File: src/svt_pkg.sv
package svt_pkg;

  // Default table depth
  localparam int unsigned SvtCapacity = 64;

  // Operation codes on mode
  localparam logic [1:0] MODE_INSERT = 2'd0;
  localparam logic [1:0] MODE_REMOVE = 2'd1;
  localparam logic [1:0] MODE_LOOKUP = 2'd2;

  // Result status codes
  localparam logic [1:0] ST_DONE   = 2'd0;
  localparam logic [1:0] ST_FULL   = 2'd1;
  localparam logic [1:0] ST_ABSENT = 2'd2;

  // Controller to datapath commands
  typedef struct packed {
    logic load_op;  // capture operand from input transaction
    logic cmp_en;   // register compare vectors
    logic commit;   // apply update, load result register
  } svt_cmd_t;

endpackage

File: src/svt_ctrl.sv
module svt_ctrl
  import svt_pkg::*;
(
  input  logic     clk_i,
  input  logic     rst_ni,
  input  logic     in_valid_i,
  output logic     in_ready_o,
  output logic     out_valid_o,
  input  logic     out_ready_i,
  output svt_cmd_t cmd_o
);

  localparam logic [1:0] S_IDLE = 2'd0;
  localparam logic [1:0] S_CMP  = 2'd1;
  localparam logic [1:0] S_UPD  = 2'd2;

  logic [1:0] state_q, state_d;
  logic       out_valid_q, out_valid_d;
  logic       commit;
  logic       load;

  // result slot free or being drained this cycle
  assign commit     = (state_q == S_UPD) && (!out_valid_q || out_ready_i);
  assign in_ready_o = (state_q == S_IDLE) || commit;
  assign load       = in_valid_i && in_ready_o;

  assign cmd_o.load_op = load;
  assign cmd_o.cmp_en  = (state_q == S_CMP);
  assign cmd_o.commit  = commit;
  assign out_valid_o   = out_valid_q;

  always_comb begin
    state_d = state_q;
    unique case (state_q)
      S_IDLE: if (load) state_d = S_CMP;
      S_CMP:  state_d = S_UPD;
      S_UPD: begin
        if (commit) state_d = load ? S_CMP : S_IDLE;
      end
      default: state_d = S_IDLE;
    endcase
  end

  always_comb begin
    out_valid_d = out_valid_q;
    if (commit) begin
      out_valid_d = 1'b1;
    end else if (out_ready_i) begin
      out_valid_d = 1'b0;
    end
  end

  always_ff @(posedge clk_i or negedge rst_ni) begin
    if (!rst_ni) begin
      state_q     <= S_IDLE;
      out_valid_q <= 1'b0;
    end else begin
      state_q     <= state_d;
      out_valid_q <= out_valid_d;
    end
  end

endmodule

File: config.mk
export PLATFORM = sky130hd
export DESIGN_NAME = svt_ctrl
export DESIGN_NICKNAME = d
export VERILOG_FILES = /design/src/svt_pkg.sv /design/src/svt_ctrl.sv
export SDC_FILE = /design/constraint.sdc
export NUM_CORES = 1
export LEC_CHECK = 0
export BUFFER_PORTS_ARGS = -buffer_cell sky130_fd_sc_hd__buf_2
export CAP_MARGIN = 20
export CORE_AREA = 2 2 39 41
export CTS_BUF_LIST = sky130_fd_sc_hd__clkbuf_4 sky130_fd_sc_hd__clkbuf_8
export DETAILED_ROUTE_END_ITERATION = 7
export DIE_AREA = 0 0 41 43
export PLACE_DENSITY_LB_ADDON = 0.08
export SYNTH_ARGS = -nofsm -noshare
export SYNTH_HDL_FRONTEND = slang
export SYNTH_SLANG_ARGS = --single-unit
File: constraint.sdc
create_clock -name clk_i -period 0.8 [get_ports clk_i]
set_input_delay 0.08 -clock clk_i [delete_from_list [all_inputs] [get_ports clk_i]]
set_output_delay 0.08 -clock clk_i [all_outputs]
set_load 0.02 [all_outputs]
==> parameters.txt <==
Parameter                              Value

GRT
  Vias in the first global route ... 180
  Grt total ovfl ... 0
  GRT Overall Usage ... 6.34%
  Pin count of the biggest net entering global routing ... 6
  Global-route wire length before repair ... 627 µm
  Antenna violations before repair ... 0

Worst setup path
  Worst reg-to-reg path cell count ... 4
  Critical path capture point type ... output pin
  Maximum net fanout on the critical path ... 4
  Total buffers and inverters traversed by the critical path ... 1
  Critical Path, Cell by Cell ... nor2b_4, a21oi_2, buf_4
  CP Launch Type ... register
  Highest-delay cell along the critical path ... sky130_fd_sc_hd__dfrtp_2
  Signal arrival time at the worst endpoint ... 1.04 ns
  CP peak stage delay ... 0.39 ns
  Critical path data required time ... 0.72 ns
  Critical R2R Launch ... out_valid_o$_DFFE_PN0P_
  Crit path depth ... 3
  Critical Path Source ... out_valid_o$_DFFE_PN0P_
  Kind of critical path ... register to output pin
  Largest delay contributor family on the critical path ... flip-flops

Placed design
  # port buffers ... 8
  Routability-driven placement congestion ratio ... 0.626
  DP Area ... 239 µm²

Synth
  Leading post-synthesis cells by cell area ... sky130_fd_sc_hd__dfrtp_1 47%, sky130_fd_sc_hd__buf_4 14%, sky130_fd_sc_hd__nand2b_1 12%, sky130_fd_sc_hd__a21oi_1 9.3%, sky130_fd_sc_hd__nor2b_2 5.4%
  Netlist area before placement ... 161 µm²
  Avg Cell Area, Syn ... 9.49 µm²
  Count of distinct cell types in the synthesized netlist ... 9
  Register bit count reported by yosys ... 3
  Cell count after synthesis ... 17
  Area share of the largest cell type after synthesis ... 46.5%
  Yosys warning count ... 0
  Dominant cell type by area after synthesis ... sky130_fd_sc_hd__dfrtp_1
  Syn nets ... 21
  Share of the yosys chip area belonging to registers ... 46.5%

Timing
  Setup violation total in the final timing report ... 8
  Final Hold Viols ... 0
  Final worst path period need ... 1.12 ns
  Final Cycle Share ... 140%
  Actual transition at the worst max-transition pin ... between 0.15 and 0.2 ns
  Highest attainable clock frequency ... 893 MHz
  Worst Hold Margin ... 0.155 ns
  Minimum setup slack in the final design ... -0.320 ns
  Unrepaired setup endpoints after global routing ... true
  Slew margin rel. ... between 80% and 90%
  Number of slew-limit violations in the final report ... 0
  Clock tree skew after final layout ... 0.00170 ns

Detailed routing
  Number of DRC violations after detailed-routing iteration 0 ... 1
  Via count ... 168
  TritonRoute pass-1 iters ... 2
  Count of antenna-violating nets left after detailed routing ... 0
  Detailed-route DRC error count ... 0
  WL final ... 409 µm
  Final routed wire length divided by cell count ... approximately 8.5 µm
  Vias per Instance ... 3.50

Power
  Max VDD drop ... roughly 0.44 mV
  Cell leakage power ... 0.168 nW
  Pwr per Cell Area ... roughly 2200 nW/µm²

CTS
  Number of buffers on the longest clock path ... 2
  Clock-pin slew of the registers on the worst-case setup and hold paths ... 0.04 ns
  Sinks on Clock Net ... 3
  CTS tree ... built
  Root Buffer Master ... sky130_fd_sc_hd__clkbuf_4
  Number of H-tree branching levels ... 1
  Skew-Pair Late Insertion Delay ... approximately 0.23 ns
  Num CTS Buffers ... 3

Cells and area
  Final core utilization ... between 20% and 30%
  Fraction of layout cells with a size suffix above 1 ... slightly below 90%
  Post-synthesis to final-layout area growth ... 119%
  Post-layout net count ... 37
  Number of antenna cells inserted ... 0
  Commonest cells after routing, fill and taps aside ... 5 x sky130_fd_sc_hd__buf_6, 5 x sky130_fd_sc_hd__buf_4, 4 x sky130_fd_sc_hd__clkbuf_4
  Final std cell area, no fill ... 353 µm²

Hold path
  Class of the worst hold path ... input port to register
  Worst Hold Path Cells ... 3
  Hold wc startpoint ... out_ready_i

Die
  Top Ports ... 9
  Standard-cell row count ... 14
  Die Height ... around 43 µm
  Core area ... 1380 µm²
  Total Die Area ... approximately 1800 µm²
  Chip width ... 41 µm
  Initial Utilization ... 11.7%

Job
  Max-cap violations ... 0

Status
  Outcome ... complete, but fails checks
  Failing checks ... negative setup slack
worst paths after layout:
kind,slack (ns),to
min in group asynchronous,0.17,out_valid_o$_DFFE_PN0P_
min reg2reg,0.56,state_q[0]$_DFFE_PN0P_
max reg2reg,-0.09,state_q[1]$_DFFE_PN0P_
max,-0.32,in_ready_o
min,0.16,out_valid_o$_DFFE_PN0P_
max in group asynchronous,0.51,state_q[1]$_DFFE_PN0P_
metrics by stage:
step	setup TNS, ns	instances	worst slack [ns]	total power [W]
floorplan	-0.313	17	-0.122	0.000312
global placement	-0.515	42	-0.133	0.000380
detailed placement	-0.466	42	-0.102	0.000377
CTS	-1.67	48	-0.315	0.000787
global route	-1.95	48	-0.356	0.000833
finish	-1.60	48	-0.320	0.000778
routing by layer:
| metal | up-vias | global-route usage, % | wire length, µm |
|---|---|---|---|
| met4 | 0 | 10.0 | 0 |
| li1 | 82 | - | - |
| met5 | - | 0 | 0 |
| met1 | 80 | 4.21 | 135 |
| met3 | 0 | 4.71 | 46 |
| met2 | 6 | 8.13 | 226 |
layout make-up:
cell class	instances	area (µm²)
tap	16	20.0
sequential	3	77.6
multi-input combinational	11	106
timing repair buffer	14	119
clock buffer	4	30.0
fill	160	1030
worst min-delay path, stage by stage:
cell and delay [ns]:
sky130_fd_sc_hd__buf_2 0.11, sky130_fd_sc_hd__nand2b_4 0.13, sky130_fd_sc_hd__nand2_2 0.04
timing repair:
item,CTS,global route
hold buffers,1,0
endpoints found under the hold margin,3,0
buffers inserted,2,0
pin swaps,2,2
setup endpoints to repair,8,8
gates resized for setup,15,3
cells by family after synthesis:
group,count (synthesis),synth area share [%]
compound gates,4,14.0
simple gates,7,25.6
flops,3,46.5
buf+inv,3,14.0
report_power, final:
group / switching [W] / total, W / internal [W]
Clock: 0.0000791 / 0.000300 / 0.000221
Sequential: 0.0000240 / 0.000200 / 0.000176
Combinational: 0.000117 / 0.000278 / 0.000161
Total: 0.000220 / 0.000778 / 0.000558
cell usage after synthesis:
master / n
sky130_fd_sc_hd__nor2b_2: 1
sky130_fd_sc_hd__nor2b_1: 1
sky130_fd_sc_hd__nand2b_1: 3
sky130_fd_sc_hd__dfrtp_1: 3
sky130_fd_sc_hd__nor2_1: 1
sky130_fd_sc_hd__nand2_1: 1
sky130_fd_sc_hd__o21bai_1: 1
sky130_fd_sc_hd__buf_4: 3
sky130_fd_sc_hd__a21oi_1: 3
sequential cells by signal (all words and copies together) (netlist names):
register	flops
state_q	2
out_valid_o	1
Note: power is estimated with default switching activity, not from simulation.
